**src/sv/srtn_pkg.sv**
```systemverilog
// Package with the shared types and constants of the scheduler.
`timescale 1ns / 1ps

package srtn_pkg;

    // Default size of the job table.
    localparam int MAX_JOBS_DEF = 16;

    // Field widths fixed by the word formats.
    localparam int BURST_W = 16;
    localparam int SLOT_W  = 4;
    localparam int TIME_W  = 32;
    localparam int QUANT_W = 8;

    // Quantum length after reset.
    localparam logic [QUANT_W-1:0] QUANTUM_RESET = 8'd3;

    // Depth of the command queue between front and back.
    localparam int CMDQ_DEPTH = 2;

    // Input word.
    typedef struct packed {
        logic               mode;
        logic [BURST_W-1:0] burst_time;
    } in_word_t;

    // Result word.
    typedef struct packed {
        logic [SLOT_W-1:0] running_slot;
        logic              idle;
        logic              completed;
        logic [SLOT_W-1:0] completed_slot;
        logic [TIME_W-1:0] current_time;
        logic              table_full;
        logic [SLOT_W-1:0] assigned_slot;
    } out_word_t;

    // Command kinds after classification.
    typedef enum logic {
        OP_ARRIVE = 1'b0,
        OP_TICK   = 1'b1
    } op_t;

    // Command passed from front to back.
    typedef struct packed {
        op_t                op;
        logic [BURST_W-1:0] burst;
    } cmd_t;

    // Back-end sequencer states.
    typedef enum logic [2:0] {
        ST_WAIT,
        ST_RD,
        ST_DEC,
        ST_SCAN,
        ST_RD2,
        ST_DEC2,
        ST_DONE
    } back_state_t;

endpackage

```
**src/sv/srtn_front.sv**
```systemverilog
// Input stage: accepts words and turns them into scheduler commands.
`timescale 1ns / 1ps

module srtn_front
    import srtn_pkg::*;
(
    input  logic     aclk,
    input  logic     aresetn,
    input  logic     s_valid,
    output logic     s_ready,
    input  in_word_t s_data,
    output logic     cmd_valid,
    input  logic     cmd_ready,
    output cmd_t     cmd
);

    logic valid_reg;
    cmd_t cmd_reg;
    cmd_t cmd_next;

    // Classify the incoming word by its mode bit.
    always_comb begin
        cmd_next.op    = s_data.mode ? OP_TICK : OP_ARRIVE;
        cmd_next.burst = s_data.burst_time;
    end

    // The stage takes a new word when empty or when its content moves on.
    assign s_ready = !valid_reg || cmd_ready;

    always_ff @(posedge aclk) begin
        if (!aresetn) begin
            valid_reg <= 1'b0;
        end else if (s_ready) begin
            valid_reg <= s_valid;
        end
    end

    always_ff @(posedge aclk) begin
        if (s_valid && s_ready) begin
            cmd_reg <= cmd_next;
        end
    end

    assign cmd_valid = valid_reg;
    assign cmd       = cmd_reg;

endmodule

```
**src/sv/srtn_cmd_fifo.sv**
```systemverilog
// Short command queue that decouples the front stage from the back end.
`timescale 1ns / 1ps

module srtn_cmd_fifo
    import srtn_pkg::*;
(
    input  logic aclk,
    input  logic aresetn,
    input  logic push_valid,
    output logic push_ready,
    input  cmd_t push_data,
    output logic pop_valid,
    input  logic pop_ready,
    output cmd_t pop_data
);

    localparam int DEPTH = CMDQ_DEPTH;
    localparam int PTRW  = (DEPTH > 1) ? $clog2(DEPTH) : 1;
    localparam int CNTW  = $clog2(DEPTH + 1);

    cmd_t            store_reg [DEPTH];
    logic [PTRW-1:0] wr_ptr_reg;
    logic [PTRW-1:0] wr_ptr_next;
    logic [PTRW-1:0] rd_ptr_reg;
    logic [PTRW-1:0] rd_ptr_next;
    logic [CNTW-1:0] count_reg;
    logic [CNTW-1:0] count_next;
    logic            do_push;
    logic            do_pop;

    assign push_ready = (count_reg != CNTW'(DEPTH));
    assign pop_valid  = (count_reg != '0);
    assign pop_data   = store_reg[rd_ptr_reg];
    assign do_push    = push_valid && push_ready;
    assign do_pop     = pop_valid && pop_ready;

    // Pointer and fill count update.
    always_comb begin
        wr_ptr_next = wr_ptr_reg;
        rd_ptr_next = rd_ptr_reg;
        count_next  = count_reg;
        if (do_push) begin
            wr_ptr_next = (wr_ptr_reg == PTRW'(DEPTH - 1)) ? '0 : wr_ptr_reg + 1'b1;
        end
        if (do_pop) begin
            rd_ptr_next = (rd_ptr_reg == PTRW'(DEPTH - 1)) ? '0 : rd_ptr_reg + 1'b1;
        end
        if (do_push && !do_pop) begin
            count_next = count_reg + 1'b1;
        end else if (do_pop && !do_push) begin
            count_next = count_reg - 1'b1;
        end
    end

    always_ff @(posedge aclk) begin
        if (!aresetn) begin
            wr_ptr_reg <= '0;
            rd_ptr_reg <= '0;
            count_reg  <= '0;
        end else begin
            wr_ptr_reg <= wr_ptr_next;
            rd_ptr_reg <= rd_ptr_next;
            count_reg  <= count_next;
        end
    end

    always_ff @(posedge aclk) begin
        if (do_push) begin
            store_reg[wr_ptr_reg] <= push_data;
        end
    end

    // The fill count never exceeds the depth.
    a_count_bound: assert property (@(posedge aclk) disable iff (!aresetn)
        count_reg <= CNTW'(DEPTH))
        else $error("command queue overfilled");

endmodule

```
**src/sv/srtn_back.sv**
```systemverilog
// Back end: job table, scan comparator, sequencer and result register.
`timescale 1ns / 1ps

module srtn_back
    import srtn_pkg::*;
#(
    parameter int MAX_JOBS = MAX_JOBS_DEF
) (
    input  logic               aclk,
    input  logic               aresetn,
    input  logic               cmd_valid,
    output logic               cmd_ready,
    input  cmd_t               cmd,
    input  logic               cfg_we,
    input  logic [QUANT_W-1:0] cfg_wdata,
    output logic               m_valid,
    input  logic               m_ready,
    output out_word_t          m_data
);

    localparam int IDXW = $clog2(MAX_JOBS);
    localparam int CNTW = $clog2(MAX_JOBS + 1);
    localparam int EXTW = (IDXW > SLOT_W) ? IDXW : SLOT_W;

    // Sequencer and scheduling state.
    back_state_t        state_reg;
    back_state_t        state_next;
    logic [IDXW-1:0]    running_reg;
    logic [IDXW-1:0]    running_next;
    logic               idle_reg;
    logic               idle_next;
    logic [CNTW-1:0]    count_reg;
    logic [CNTW-1:0]    count_next;
    logic [QUANT_W-1:0] qu_reg;
    logic [QUANT_W-1:0] qu_next;
    logic [TIME_W-1:0]  tick_reg;
    logic [TIME_W-1:0]  tick_next;
    logic [QUANT_W-1:0] quant_reg;
    logic [MAX_JOBS-1:0] retired_reg;
    logic [MAX_JOBS-1:0] retired_next;

    // Scan state.
    logic [CNTW-1:0]    scan_cnt_reg;
    logic [CNTW-1:0]    scan_cnt_next;
    logic [IDXW-1:0]    best_idx_reg;
    logic [IDXW-1:0]    best_idx_next;
    logic [BURST_W-1:0] best_val_reg;
    logic [BURST_W-1:0] best_val_next;
    logic               found_reg;
    logic               found_next;
    logic               scan_cmpl_reg;
    logic               scan_cmpl_next;

    // Per-word result fields.
    logic               compl_reg;
    logic               compl_next;
    logic [IDXW-1:0]    cslot_reg;
    logic [IDXW-1:0]    cslot_next;
    logic               tfull_reg;
    logic               tfull_next;
    logic [IDXW-1:0]    aslot_reg;
    logic [IDXW-1:0]    aslot_next;

    // Remaining-time memory.
    logic [BURST_W-1:0] rem_mem [MAX_JOBS];
    logic [BURST_W-1:0] rd_data_reg;
    logic [IDXW-1:0]    rd_addr;
    logic               wr_en;
    logic [IDXW-1:0]    wr_addr;
    logic [BURST_W-1:0] wr_data;

    // Result register.
    logic               m_valid_reg;
    out_word_t          m_data_reg;
    out_word_t          result;
    logic               out_free;
    logic               out_load;

    // Scan comparator signals.
    logic [IDXW-1:0]    eval_idx;
    logic               eval_live;
    logic               take;
    logic               sel_found;
    logic [IDXW-1:0]    sel_idx;
    logic [BURST_W-1:0] sel_val;
    logic [QUANT_W:0]   qu_inc;
    logic [EXTW-1:0]    run_ext;
    logic [EXTW-1:0]    cslot_ext;
    logic [EXTW-1:0]    aslot_ext;

    assign out_free = !m_valid_reg || m_ready;
    assign qu_inc   = {1'b0, qu_reg} + 1'b1;

    // One table entry is judged per scan cycle, in the cycle after its read.
    always_comb begin
        eval_idx  = IDXW'(scan_cnt_reg - 1'b1);
        eval_live = (scan_cnt_reg != '0) && (CNTW'(eval_idx) < count_reg)
                    && !retired_reg[eval_idx];
        take      = eval_live && (!found_reg || (rd_data_reg < best_val_reg));
        sel_found = found_reg || take;
        sel_idx   = take ? eval_idx : best_idx_reg;
        sel_val   = take ? rd_data_reg : best_val_reg;
    end

    // Result word built from the state after the item.
    always_comb begin
        run_ext   = EXTW'(running_reg);
        cslot_ext = EXTW'(cslot_reg);
        aslot_ext = EXTW'(aslot_reg);
        result.running_slot   = idle_reg ? '0 : run_ext[SLOT_W-1:0];
        result.idle           = idle_reg;
        result.completed      = compl_reg;
        result.completed_slot = cslot_ext[SLOT_W-1:0];
        result.current_time   = tick_reg;
        result.table_full     = tfull_reg;
        result.assigned_slot  = aslot_ext[SLOT_W-1:0];
    end

    // Sequencer: next state, table updates and memory port control.
    always_comb begin
        state_next     = state_reg;
        running_next   = running_reg;
        idle_next      = idle_reg;
        count_next     = count_reg;
        qu_next        = qu_reg;
        tick_next      = tick_reg;
        retired_next   = retired_reg;
        scan_cnt_next  = scan_cnt_reg;
        best_idx_next  = best_idx_reg;
        best_val_next  = best_val_reg;
        found_next     = found_reg;
        scan_cmpl_next = scan_cmpl_reg;
        compl_next     = compl_reg;
        cslot_next     = cslot_reg;
        tfull_next     = tfull_reg;
        aslot_next     = aslot_reg;
        rd_addr        = running_reg;
        wr_en          = 1'b0;
        wr_addr        = running_reg;
        wr_data        = rd_data_reg - 1'b1;
        cmd_ready      = 1'b0;
        out_load       = 1'b0;

        unique case (state_reg)
            ST_WAIT: begin
                cmd_ready = 1'b1;
                if (cmd_valid) begin
                    compl_next = 1'b0;
                    cslot_next = '0;
                    tfull_next = 1'b0;
                    aslot_next = '0;
                    state_next = ST_DONE;
                    if (cmd.op == OP_ARRIVE) begin
                        if (count_reg == CNTW'(MAX_JOBS)) begin
                            tfull_next = 1'b1;
                        end else begin
                            wr_en      = 1'b1;
                            wr_addr    = count_reg[IDXW-1:0];
                            wr_data    = cmd.burst;
                            retired_next[count_reg[IDXW-1:0]] = 1'b0;
                            count_next = count_reg + 1'b1;
                            aslot_next = count_reg[IDXW-1:0];
                            if (idle_reg) begin
                                running_next = count_reg[IDXW-1:0];
                                idle_next    = 1'b0;
                                qu_next      = '0;
                            end
                        end
                    end else begin
                        tick_next = tick_reg + 1'b1;
                        if (!idle_reg) begin
                            state_next = ST_RD;
                        end
                    end
                end
            end

            ST_RD: begin
                state_next = ST_DEC;
            end

            ST_DEC: begin
                scan_cnt_next = '0;
                found_next    = 1'b0;
                if (rd_data_reg == '0) begin
                    // Running job is finished: retire it and pick another.
                    retired_next[running_reg] = 1'b1;
                    compl_next     = 1'b1;
                    cslot_next     = running_reg;
                    scan_cmpl_next = 1'b1;
                    state_next     = ST_SCAN;
                end else begin
                    wr_en = 1'b1;
                    if (qu_inc >= {1'b0, quant_reg}) begin
                        scan_cmpl_next = 1'b0;
                        state_next     = ST_SCAN;
                    end else begin
                        qu_next    = qu_inc[QUANT_W-1:0];
                        state_next = ST_DONE;
                    end
                end
            end

            ST_SCAN: begin
                rd_addr       = scan_cnt_reg[IDXW-1:0];
                found_next    = sel_found;
                best_idx_next = sel_idx;
                best_val_next = sel_val;
                scan_cnt_next = scan_cnt_reg + 1'b1;
                if (scan_cnt_reg == CNTW'(MAX_JOBS)) begin
                    qu_next = '0;
                    if (sel_found) begin
                        running_next = sel_idx;
                        idle_next    = 1'b0;
                        state_next   = scan_cmpl_reg ? ST_RD2 : ST_DONE;
                    end else begin
                        running_next = '0;
                        idle_next    = 1'b1;
                        state_next   = ST_DONE;
                    end
                end
            end

            ST_RD2: begin
                state_next = ST_DEC2;
            end

            ST_DEC2: begin
                // Newly chosen job runs this tick; a zero count stays zero.
                wr_en      = (rd_data_reg != '0);
                state_next = ST_DONE;
            end

            ST_DONE: begin
                if (out_free) begin
                    out_load   = 1'b1;
                    state_next = ST_WAIT;
                end
            end

            default: begin
                state_next = ST_WAIT;
            end
        endcase
    end

    // Control state registers.
    always_ff @(posedge aclk) begin
        if (!aresetn) begin
            state_reg   <= ST_WAIT;
            running_reg <= '0;
            idle_reg    <= 1'b1;
            count_reg   <= '0;
            qu_reg      <= '0;
            tick_reg    <= '0;
            retired_reg <= '0;
            quant_reg   <= QUANTUM_RESET;
            m_valid_reg <= 1'b0;
            scan_cnt_reg <= '0;
        end else begin
            state_reg   <= state_next;
            running_reg <= running_next;
            idle_reg    <= idle_next;
            count_reg   <= count_next;
            qu_reg      <= qu_next;
            tick_reg    <= tick_next;
            retired_reg <= retired_next;
            scan_cnt_reg <= scan_cnt_next;
            if (cfg_we) begin
                quant_reg <= cfg_wdata;
            end
            if (out_load) begin
                m_valid_reg <= 1'b1;
            end else if (m_ready) begin
                m_valid_reg <= 1'b0;
            end
        end
    end

    // Working registers without reset.
    always_ff @(posedge aclk) begin
        best_idx_reg  <= best_idx_next;
        best_val_reg  <= best_val_next;
        found_reg     <= found_next;
        scan_cmpl_reg <= scan_cmpl_next;
        compl_reg     <= compl_next;
        cslot_reg     <= cslot_next;
        tfull_reg     <= tfull_next;
        aslot_reg     <= aslot_next;
        if (out_load) begin
            m_data_reg <= result;
        end
    end

    // Remaining-time memory with registered read.
    always_ff @(posedge aclk) begin
        if (wr_en) begin
            rem_mem[wr_addr] <= wr_data;
        end
        rd_data_reg <= rem_mem[rd_addr];
    end

    assign m_valid = m_valid_reg;
    assign m_data  = m_data_reg;

    // While idle the running index is parked at zero.
    a_idle_slot: assert property (@(posedge aclk) disable iff (!aresetn)
        idle_reg |-> (running_reg == '0))
        else $error("running index not cleared while idle");

    // Between items a running job is an arrived job that has not retired.
    a_running_live: assert property (@(posedge aclk) disable iff (!aresetn)
        (state_reg == ST_WAIT && !idle_reg) |->
            (!retired_reg[running_reg] && (CNTW'(running_reg) < count_reg)))
        else $error("running job is not live");

    // The arrival count never passes the table size.
    a_count_bound: assert property (@(posedge aclk) disable iff (!aresetn)
        count_reg <= CNTW'(MAX_JOBS))
        else $error("arrival count overflow");

    // A scan never runs past the last table entry.
    a_scan_bound: assert property (@(posedge aclk) disable iff (!aresetn)
        (state_reg == ST_SCAN) |-> (scan_cnt_reg <= CNTW'(MAX_JOBS)))
        else $error("scan counter out of range");

endmodule

```
**src/sv/srtn_quantum_scheduler.sv**
```systemverilog
// An arrival or idle tick word passes the front stage, the command queue and the back-end wait
// and done states; a tick that keeps its job adds the read and decrement states, one that
// reselects adds the table scan, and a hand-over adds the second read and decrement states.
// The back end takes a new command only in its wait state; the scan judges one entry per cycle.
// Reset (aresetn, synchronous, active low) clears all control state and sets the
// quantum to 3; the remaining-time memory is not cleared and is only read once written.
`timescale 1ns / 1ps

module srtn_quantum_scheduler
    import srtn_pkg::*;
#(
    parameter int MAX_JOBS = MAX_JOBS_DEF
) (
    input  logic               aclk,
    input  logic               aresetn,
    input  logic               s_valid,
    output logic               s_ready,
    input  in_word_t           s_data,
    output logic               m_valid,
    input  logic               m_ready,
    output out_word_t          m_data,
    input  logic               cfg_we,
    input  logic [QUANT_W-1:0] cfg_wdata
);

    logic front_valid;
    logic front_ready;
    cmd_t front_cmd;
    logic q_valid;
    logic q_ready;
    cmd_t q_cmd;

    // Front stage classifies incoming words.
    srtn_front u_front (
        .aclk      (aclk),
        .aresetn   (aresetn),
        .s_valid   (s_valid),
        .s_ready   (s_ready),
        .s_data    (s_data),
        .cmd_valid (front_valid),
        .cmd_ready (front_ready),
        .cmd       (front_cmd)
    );

    // Command queue between the two halves.
    srtn_cmd_fifo u_cmd_fifo (
        .aclk       (aclk),
        .aresetn    (aresetn),
        .push_valid (front_valid),
        .push_ready (front_ready),
        .push_data  (front_cmd),
        .pop_valid  (q_valid),
        .pop_ready  (q_ready),
        .pop_data   (q_cmd)
    );

    // Back end runs the job table and produces result words.
    srtn_back #(
        .MAX_JOBS (MAX_JOBS)
    ) u_back (
        .aclk      (aclk),
        .aresetn   (aresetn),
        .cmd_valid (q_valid),
        .cmd_ready (q_ready),
        .cmd       (q_cmd),
        .cfg_we    (cfg_we),
        .cfg_wdata (cfg_wdata),
        .m_valid   (m_valid),
        .m_ready   (m_ready),
        .m_data    (m_data)
    );

endmodule

```
**config.mk**
```make
export PLATFORM = sky130hd
export DESIGN_NAME = srtn_quantum_scheduler
export DESIGN_NICKNAME = d
export VERILOG_FILES = /design/src/sv/srtn_pkg.sv /design/src/sv/srtn_front.sv /design/src/sv/srtn_cmd_fifo.sv /design/src/sv/srtn_back.sv /design/src/sv/srtn_quantum_scheduler.sv
export SDC_FILE = /design/constraint.sdc
export NUM_CORES = 1
export LEC_CHECK = 0
export ABC_CLOCK_PERIOD_IN_PS = 3140
export BUFFER_PORTS_ARGS = -buffer_cell sky130_fd_sc_hd__buf_4
export CAP_MARGIN = 20
export CORE_ASPECT_RATIO = 1.2
export CORE_MARGIN = 8
export CORE_UTILIZATION = 56
export DETAILED_ROUTE_END_ITERATION = 8
export PLACE_DENSITY = 0.76
export SYNTH_ARGS = -nofsm -noshare
export SYNTH_HDL_FRONTEND = slang
export SYNTH_HIERARCHICAL = 1
export SYNTH_SLANG_ARGS = --single-unit
```
**constraint.sdc**
```tcl
create_clock -name aclk -period 3.14 [get_ports aclk]
set_input_delay 0.314 -clock aclk [delete_from_list [all_inputs] [get_ports aclk]]
set_output_delay 0.314 -clock aclk [all_outputs]
set_load 0.02 [all_outputs]
```
# After elaboration in Yosys (flattened, before gate mapping)
# Memories as Yosys holds them, arrays and structs flattened. A register that Yosys moved wholly into a read port is not among the register bits.
# Cells that the tools add are included.
[op_classes]
muxes = 83
n_mul = 0
shift = 0
n_eq_ne = 18
div = 0
n_reduce_logical = 44
addsub = 10
n_lt_le_gt_ge = 8
bitwise = 5
[op_table]
columns = ["cell", "count"]
rows = [
  ["two-way mux 16 bit", 8],
  ["two-way mux 4 bit", 14],
  ["two-way mux 8 bit", 7],
  ["adder 32 x 1 -> 32 bit, second input constant", 1],
  ["case mux 16 bit (2 select lines)", 1],
  ["two-way mux 1 bit", 30],
  ["two-way mux 3 bit", 8],
  ["case mux 8 bit (3 select lines)", 1],
  ["case mux 3 bit (7 select lines)", 1],
  ["bitwise AND 16 bit", 1],
  ["zero test 16 bit", 1],
  ["less-than comparator 16 bit", 1],
  ["inverter 16 bit", 1],
  ["bitwise OR 16 bit", 1],
  ["case mux 4 bit (2 select lines)", 2],
  ["nonzero test 16 bit", 1],
  ["subtractor 16 x 1 -> 16 bit, second input constant", 1],
  ["less-than comparator 4 x 5 -> 1 bit, second input constant", 3],
  ["nonzero test 2 bit", 7],
  ["!= test 2 bit, second input constant", 6],
  ["adder 5 x 1 -> 5 bit, second input constant", 2],
  ["equality test 5 bit, second input constant", 2],
  ["logical AND 1 bit", 10],
  ["case mux 5 bit (2 select lines)", 1],
  ["other kinds (30)", 57],
]
[word_totals]
n_memories = 2
mem_bits_ro = 0
latch_bits = 0
inputBits = 30
ff_bits = 184
word_cells = 201
output_inout_bits = 49
ram_bits = 290
[mem_list]
columns = ["name", "depth", "width", "rd", "rd_ports_with_merged_regs", "wr", "line_no", "source"]
rows = [
  ["u_back.rem_mem", 16, 16, 1, 1, 1, "srtn_back.sv:65", "logic [BURST_W-1:0] rem_mem [MAX_JOBS];"],
  ["u_cmd_fifo.store_reg", 2, 17, 1, 1, 1, "srtn_cmd_fifo.sv:21", "cmd_t store_reg [DEPTH];"],
]

# Depth between registers and ports, before layout
# Gate-level depths: netlist of the first run.
[logic_depth]
ltp_word = 10
depth_mapped = 13
ltp_nobuf = 11

# Modules after synthesis
# Netlist of the first run, hierarchy kept.
[modules_own_cells]
columns = ["module", "seq_area_each_um2", "n_inst", "area_each_um2", "cells_each"]
rows = [
  ["srtn_back", 12041.5, 1, 18022.3, 1248],
  ["srtn_cmd_fifo", 1121.1, 1, 1467.7, 77],
  ["srtn_front", 530.5, 1, 568.0, 22],
]

# Worst setup path before layout of the first run
# OpenSTA, ideal clock, no wires.
[synth_path]
path_kind = "register to register"
startpoint = "register u_back.scan_cnt_reg[0]"
endpoint = "register u_back.best_val_reg[0], enable pin"
path_buffers = 2
path_stages_with_launch = 10
required_time_ps = 2766
period_less_slack_ps = 3371
arrival_time_ps = 2997
setup_ps = 374
path_slack_ps = -231
cell_sequence = "dfxtp_1 > buf_2 > inv_1 > ha_1 > mux4_2 > mux4_2 > a211oi_2 > and3_1 > buf_4 > and2_1"
[synth_via]
elab_chain_len = 7
word_cells_on_any_way = 10
classes_between = "add/sub: 1; order compare: 1; mux: 2; reduce/logical: 6"
[synth_rtl]
columns = ["element", "line_no", "source"]
rows = [
  ["start, declared", "srtn_back.sv:43", "logic [CNTW-1:0] scan_cnt_reg;"],
  ["start signal, assigned", "srtn_back.sv:268", "scan_cnt_reg <= scan_cnt_next;"],
  ["subtractor 4 x 1 -> 4 bit", "srtn_back.sv:96", "eval_idx = IDXW'(scan_cnt_reg - 1'b1);"],
  ["binary-select mux 1 bit (select 4 bit)", "srtn_back.sv:98", "&& !retired_reg[eval_idx];"],
  ["two-way mux 1 bit (not written as such)", "srtn_back.sv:98", ""],
  ["zero test 1 bit", "srtn_back.sv:98", ""],
  ["logical AND 1 bit *", "srtn_back.sv:98", ""],
  ["logical AND 1 bit *", "srtn_back.sv:99", "take = eval_live && (!found_reg || (rd_data_reg < best_val_reg));"],
  ["AND reduction 2 bit (no source line) *", "-", ""],
  ["end signal, assigned", "srtn_back.sv:283", "best_val_reg <= best_val_next;"],
  ["end, declared", "srtn_back.sv:47", "logic [BURST_W-1:0] best_val_reg;"],
]
# Every way passes the cells marked *; elsewhere a longest branch is shown, timed or not. The select of a mux whose other input is x is not followed.
# A chain may end at the register's enable or synchronous reset.

# Final worst setup path of the first run
[layout_path]
startpoint = "register u_back.scan_cnt_reg[0]"
endpoint = "register u_back.best_val_reg[4], enable pin"
# Same word-level chain as after synthesis.

==> flow_metrics.env, run 1 <==
export IMPL_synthesis_area_um2=20100
export IMPL_final_hold_viol_count=0
export IMPL_hp_start="s_valid"
export IMPL_clk_pin_slew_ps=60
export IMPL_worstSetupEndpointType="flop"
export IMPL_pwr_density_cell_nw_per_um2=868
export IMPL_ys_seq_elements=491
export IMPL_io_pin_count=79
export IMPL_avgSynthCellArea_um2=14.9
export IMPL_ys_top_cells_by_area="edfxtp_1 58%, dfxtp_1 10%, mux4_2 7.7%"
export IMPL_p_comb_frac=0.283
export IMPL_clkPwrFrac=0.270
export IMPL_grt_pass1_wl_um=66700
export IMPL_grt_usage=0.202
export IMPL_grt_pass1_vias=12000
export IMPL_rsz0062_at_grt="no"
export IMPL_portBuffers=78
export IMPL_ys_warn_count=6
export IMPL_fill_cells=2418
export IMPL_grt_antenna_before_repair=0
export IMPL_slew_violations=0
export IMPL_drt_iter0_markers=892
export IMPL_status="finished clean"
export IMPL_start_kind="flop"
export IMPL_synth_top_family_by_area="multiplexers"
export IMPL_ys_flop_type="edfxtp_1"
export IMPL_pwr_share_seq=0.447
export IMPL_drc=0
export IMPL_antenna_cells=0
export IMPL_hold_end="u_front/cmd_valid"
export IMPL_die_h_um=223
export IMPL_final_seq_area_um2=13700
export IMPL_synthDominantCellAreaShare=0.578
export IMPL_r2r_slack_ps=190
export IMPL_die_area_um2=42200
export IMPL_cts_root_buffer="clkbuf_16"
export IMPL_min_path_type="in -> reg"
export IMPL_netlist_top_cell_by_area="edfxtp_1"
export IMPL_rows=76
export IMPL_worst_r2r_endpoint="u_back/best_val_reg[4]"
export IMPL_p_leak_nw=8.29
export IMPL_avgViaCountPerCell=5.82
export IMPL_cp_max_fo=16
export IMPL_clk_latency_ps=560
export IMPL_multi_input_area_um2=5930
export IMPL_rr_worst_depth=7
export IMPL_slowest_stage="mux4_2"
export IMPL_worstPathArrival_ps=3180
export IMPL_grt_ovfl_total=0
export IMPL_cts_tree="yes"
export IMPL_dp_hpwl_um=27500
export IMPL_grt_max_degree=64
export IMPL_syn_nets=1414
export IMPL_h_tree_depth=2
export IMPL_area_growth_pct=17.3
export IMPL_synthMuxAreaShare=0.0947
export IMPL_synth_compound_area_frac=0.0632
export IMPL_ir_drop_mv=0.583
export IMPL_die_w_um=189
export IMPL_wirelength_um=42900
export IMPL_core_um2=35600
export IMPL_crit_family="multiplexers"
export IMPL_netlist_instances=1347
export IMPL_max_slew_worst_pin_slew_ps=850
export IMPL_synth_most_common_cell="edfxtp_1"
export IMPL_relSlewSlack=0.433
export IMPL_path_cells="inv_1 -> ha_1 -> mux4_2 -> mux4_2 -> a211oi_2 -> and3_2 -> and2_4"
export IMPL_place_area_um2=21800
export IMPL_drive_gt1_frac=0.223
export IMPL_clock_sinks=491
export IMPL_crit_reg2reg_launch="u_back/scan_cnt_reg[0]"
export IMPL_ant_nets=0
export IMPL_crit_start="u_back/scan_cnt_reg[0]"
export IMPL_vias=11800
export IMPL_switchingPower_mw=6.23
export IMPL_avgRoutedWirePerCell_um=21.2
export IMPL_hold_depth=3
export IMPL_synth_fa_ha_area_frac=0.0231
export IMPL_design_area_um2=23500
export IMPL_synth_distinct_cells=69
export IMPL_cap_violations=0
export IMPL_start_util=0.564
export IMPL_worstPathBufferInverterCount=1
export IMPL_cts_buffer_depth=3
export IMPL_synthXorXnorAreaFrac=0.0214
export IMPL_crit_path_frequent_cell="mux4_2"
export IMPL_largest_register_ffs=256
export IMPL_setup_viol=0
export IMPL_async_flop_share=0
export IMPL_numCtsBuffers=47
export IMPL_yosysSeqAreaShare=0.683
export IMPL_crit_required_ps=3380
export IMPL_synth_commonest_cells="386 x edfxtp_1, 118 x nand2_1, 105 x dfxtp_1, 69 x mux4_2, 66 x o21ai_0"
export IMPL_min_period_ps=2950
export IMPL_synthSimpleGateAreaFrac=0.0910
export IMPL_gp_congestion=0.928
export IMPL_p_int_mw=14.2
export IMPL_max_stage_delay_ps=490
export IMPL_worst_setup_path_type="reg -> reg"
export IMPL_skew_ps=16.0
export IMPL_synth_edff_count=386
export IMPL_drt_pass1_iterations=6
export IMPL_fin_setup_tns_ps=0
export IMPL_swShare=0.305
export IMPL_max_freq_mhz=340
export IMPL_nets=1587
export IMPL_finalCritPeriodShare=0.938
what timing repair did:
action | in CTS | in global routing
gates resized for setup | 0 | 1
buffers inserted | 0 | 2
endpoints found under the setup margin | 0 | 17
hold buffers | 19 | 0
endpoints found under the hold margin | 19 | 0
metal layers:
| metal | track usage | part of all wire | up-vias |
|---|---|---|---|
| li1 | - | - | 5389 |
| met3 | 0.0367 | 0.063 | 106 |
| met5 | 0 | 0 | - |
| met1 | 0.241 | 0.39 | 5856 |
| met2 | 0.353 | 0.51 | 421 |
| met4 | 0.0868 | 0.039 | 0 |
cells in the final DEF (no fill, tap or decap), types with 27 or more instances in the layout:
cell type and n:
edfxtp_1 386, buf_4 143, nand2_1 118, dfxtp_1 105
mux4_2 69, o21ai_0 66, inv_1 57, nor2_1 53
clkbuf_16 49, and2_1 49, ha_1 37, a21boi_0 33
nand3_1 28, xnor2_1 28, a21oi_1 27
power groups by stage:
| stage | clock (mW) | combinational [mW] | sequential (mW) |
|---|---|---|---|
| global route | 5.87 | 6.21 | 9.17 |
| finish | 5.51 | 5.77 | 9.13 |
| CTS | 5.62 | 5.78 | 9.13 |
| global placement | 0 | 5.53 | 9.22 |
| detailed placement | 0 | 5.70 | 9.25 |
| floorplan | 0 | 3.53 | 9.15 |
stage by stage:
step                       util  worst slack [ps]  hold WS, ps  total power [mW]  instances
after floorplan               -             -14.2          400              12.7       1347
after global placement    0.613               183          402              14.7       1918
after detailed placement  0.613               145          405              15.0       1918
after CTS                 0.661               128         1.54              20.5       2022
after global routing      0.662              22.1         8.60              21.3       2024
final                     0.662               195         11.2              20.4       2024
logic make-up (layout without fill, tap and decap cells):
group	Yosys count	after routing
AO/OA/AOI/OAI	200	200
XOR/XNOR	49	49
adder cells (fa/ha/maj)	37	37
buffers and inverters	113	322
flip-flops	491	491
multiplexers	101	101
AND/OR/NAND/NOR	356	356
worst max-delay path by stage:
stage                             end  slack [ps]  depth (start not counted)
2_1_floorplan   u_back/rem_mem[13][0]         -10                         10
3_3_place_gp   u_back/best_val_reg[6]         180                          7
3_5_place_dp   u_back/best_val_reg[5]         140                          7
4_1_cts        u_back/best_val_reg[4]         130                          7
5_1_grt              u_back/qu_reg[7]          20                         10
6_report       u_back/best_val_reg[4]         190                          7
area by class of cell:
| cell class | count | area share |
|---|---|---|
| Sequential cell | 491 | 0.582 |
| Multi-Input combinational cell | 743 | 0.252 |
| Inverter | 59 | 0.00941 |
| Clock inverter | 23 | 0.00893 |
| Clock buffer | 62 | 0.0555 |
| Timing Repair Buffer | 178 | 0.0673 |
| Tap cell | 468 | 0.0249 |
worst register-to-register path: cells and delay by family (launching register included):
family                   cells  cell delay, ps
buffers and inverters        1              70
multiplexers                 2             950
adder cells (fa/ha/maj)      1             320
flip-flops                   1             320
AND/OR/NAND/NOR              2             650
AO/OA/AOI/OAI                1             300
Note: power is estimated with default switching activity, not from simulation.
==> inputs of run 2 (changes only) <==
SKIP_CTS_REPAIR_TIMING = 1   (was unset)
SYNTH_HIERARCHICAL = unset   (was 1)
==> run 2 against run 1 <==
Compared with the run above: routed wire length rose by 4.0%; worst hold slack gained 2.5 ps; register-to-register slack about the same; combinational power shrank 28%; clock power rose by 3%; largest cell class unchanged; setup slack gained 3.2 ps; sequential power decreased by 3.5%; sequential share of layout area down 0.63 points; final area grew 1.1%; die area grew 0.16%; critical path depth up 3.
==> flow_metrics.env, run 2 <==
export IMPL_crit_required_ps=3460
export IMPL_rows=76
export IMPL_ys_seq_elements=491
export IMPL_nets=1613
export IMPL_ys_warn_count=0
export IMPL_area_growth_pct=18.4
export IMPL_finalCritPeriodShare=0.937
export IMPL_synth_distinct_cells=72
export IMPL_clk_latency_ps=580
export IMPL_fin_setup_tns_ps=0
export IMPL_synth_edff_count=386
export IMPL_final_core_util=0.667
export IMPL_syn_nets=1412
export IMPL_mostFrequentLayoutCells="386 x edfxtp_1, 181 x buf_4, 105 x dfxtp_1"
export IMPL_crit_start="u_back.rd_data_reg[0]"
export IMPL_crit_reg2reg_launch="u_back.rd_data_reg[0]"
export IMPL_fin_cells=2052
export IMPL_grt_pass1_wl_um=69300
export IMPL_placed_cells=1945
export IMPL_async_flop_share=0
export IMPL_worst_r2r_endpoint="u_back.rem_mem[15][0]"
export IMPL_drt_iter0_markers=992
export IMPL_status="finished clean"
export IMPL_min_period_ps=2940
export IMPL_h_tree_depth=2
export IMPL_portBuffers=78
export IMPL_rr_worst_depth=10
export IMPL_drt_pass1_iterations=5
export IMPL_avgSynthCellArea_um2=14.9
export IMPL_grt_usage=0.211
export IMPL_worst_setup_path_type="reg -> reg"
export IMPL_grt_ovfl_total=0
export IMPL_pwr_density_cell_nw_per_um2=784
export IMPL_yosysSeqAreaShare=0.682
export IMPL_wirelength_um=44600
export IMPL_synth_most_common_cell="edfxtp_1"
export IMPL_fill_cells=2395
export IMPL_multi_input_area_um2=6020
export IMPL_io_pin_count=79
export IMPL_p_leak_nw=8.48
export IMPL_ys_top_cells_by_area="edfxtp_1 58%, dfxtp_1 10%, mux4_2 7.6%"
export IMPL_start_kind="flop"
export IMPL_skew_ps=26.9
export IMPL_largest_register_ffs=256
export IMPL_core_um2=35700
export IMPL_netlist_instances=1345
export IMPL_max_freq_mhz=340
export IMPL_worstSetupEndpointType="flop"
export IMPL_grt_antenna_before_repair=1
export IMPL_netlist_top_cell_by_area="edfxtp_1"
export IMPL_avgViaCountPerCell=5.90
export IMPL_hold_depth=3
export IMPL_relSlewSlack=0.464
export IMPL_cts_tree="yes"
export IMPL_setup_viol=0
export IMPL_ir_drop_mv=0.516
export IMPL_final_seq_area_um2=13700
export IMPL_clk_pin_slew_ps=60
export IMPL_synthesis_area_um2=20100
export IMPL_r2r_slack_ps=200
export IMPL_cap_violations=0
export IMPL_gp_congestion=0.906
export IMPL_start_util=0.563
export IMPL_slew_violations=0
export IMPL_synthDominantCellAreaShare=0.577
export IMPL_clock_sinks=491
export IMPL_ant_nets=0
export IMPL_grt_max_degree=48
export IMPL_final_hold_viol_count=0
export IMPL_cp_max_fo=16
export IMPL_numCtsBuffers=47
export IMPL_min_path_type="in -> reg"
export IMPL_worstPathArrival_ps=3260
export IMPL_endpoint="u_back.rem_mem[15][0]"
export IMPL_cts_root_buffer="clkbuf_16"
export IMPL_synth_commonest_cells="386 x edfxtp_1, 105 x dfxtp_1, 92 x nand2_1, 68 x mux4_2, 63 x nor2_1"
export IMPL_ys_flop_type="edfxtp_1"
export IMPL_design_area_um2=23800
export IMPL_cts_buffer_depth=3
export IMPL_drc=0
export IMPL_antenna_cells=0
export IMPL_max_slew_worst_pin_slew_ps=805
export IMPL_dp_hpwl_um=29300
export IMPL_total_power_mw=18.6
export IMPL_avgRoutedWirePerCell_um=21.7
export IMPL_die_h_um=223
export IMPL_hp_start="s_valid"
export IMPL_die_w_um=189
export IMPL_grt_pass1_vias=12300
export IMPL_vias=12100
export IMPL_rsz0062_at_grt="no"
export IMPL_final_common_cell="edfxtp_1"
export IMPL_place_area_um2=22000
export IMPL_drive_gt1_frac=0.232
export IMPL_die_area_um2=42200
## run 2: worst min path at each step
stage / to / slack [ps]
6_report: u_front.cmd_valid / 10
5_1_grt: u_back.quant_reg[3] / 10
4_1_cts: u_front.cmd[4] / -110
3_5_place_dp: u_back.m_data[0] / 400
3_3_place_gp: u_back.m_data[41] / 400
2_1_floorplan: u_back.m_data[0] / 400
## run 2: layer usage
layer | up-vias | global-route usage | wire length, um
met5 | - | 0 | 13
met4 | 2 | 0.106 | 2270
met3 | 138 | 0.0434 | 3010
met2 | 459 | 0.359 | 22500
met1 | 5991 | 0.251 | 16800
li1 | 5524 | - | -
## run 2: power by group
part,leakage (nW),internal (mW),total [mW],switching (mW)
clock network,0.769,3.29,5.68,2.40
logic,3.35,1.45,4.15,2.70
registers,4.37,8.48,8.81,0.329
total,8.48,13.2,18.6,5.43
## run 2: worst max-delay path: stages (launching register included)
cell and delay (ps):
dfxtp_1 350, inv_1 70, ha_1 170, or4b_4 500
nor4_4 310, nor3b_4 270, nor3_1 130, o21a_1 240
a32oi_4 290, nor2_1 140, buf_12 180
## run 2: layout make-up
type	count	area share
tap	468	0.0246
clock buffer	60	0.0532
inverter	48	0.00758
multi-input combinational	748	0.253
clock inverter	27	0.0122
timing repair buffer	210	0.0735
sequential	491	0.576
## run 2: stage by stage
stage               hold WS [ps]  worst slack [ps]
floorplan                    400              24.2
global placement             400              45.0
detailed placement           405             -24.5
CTS                         -112             -75.5
global route                11.6              12.9
finish                      13.7               198
## run 2: kinds of logic (layout without fill, tap and decap cells)
family,count (synthesis),after routing,synth area share
XOR/XNOR,32,32,0.0139
AO/OA/AOI/OAI,202,202,0.0654
multiplexers,100,100,0.0931
flip-flops,491,491,0.682
AND/OR/NAND/NOR,377,377,0.100
adder cells (fa/ha/maj),37,37,0.0230
buffers and inverters,106,345,0.0228
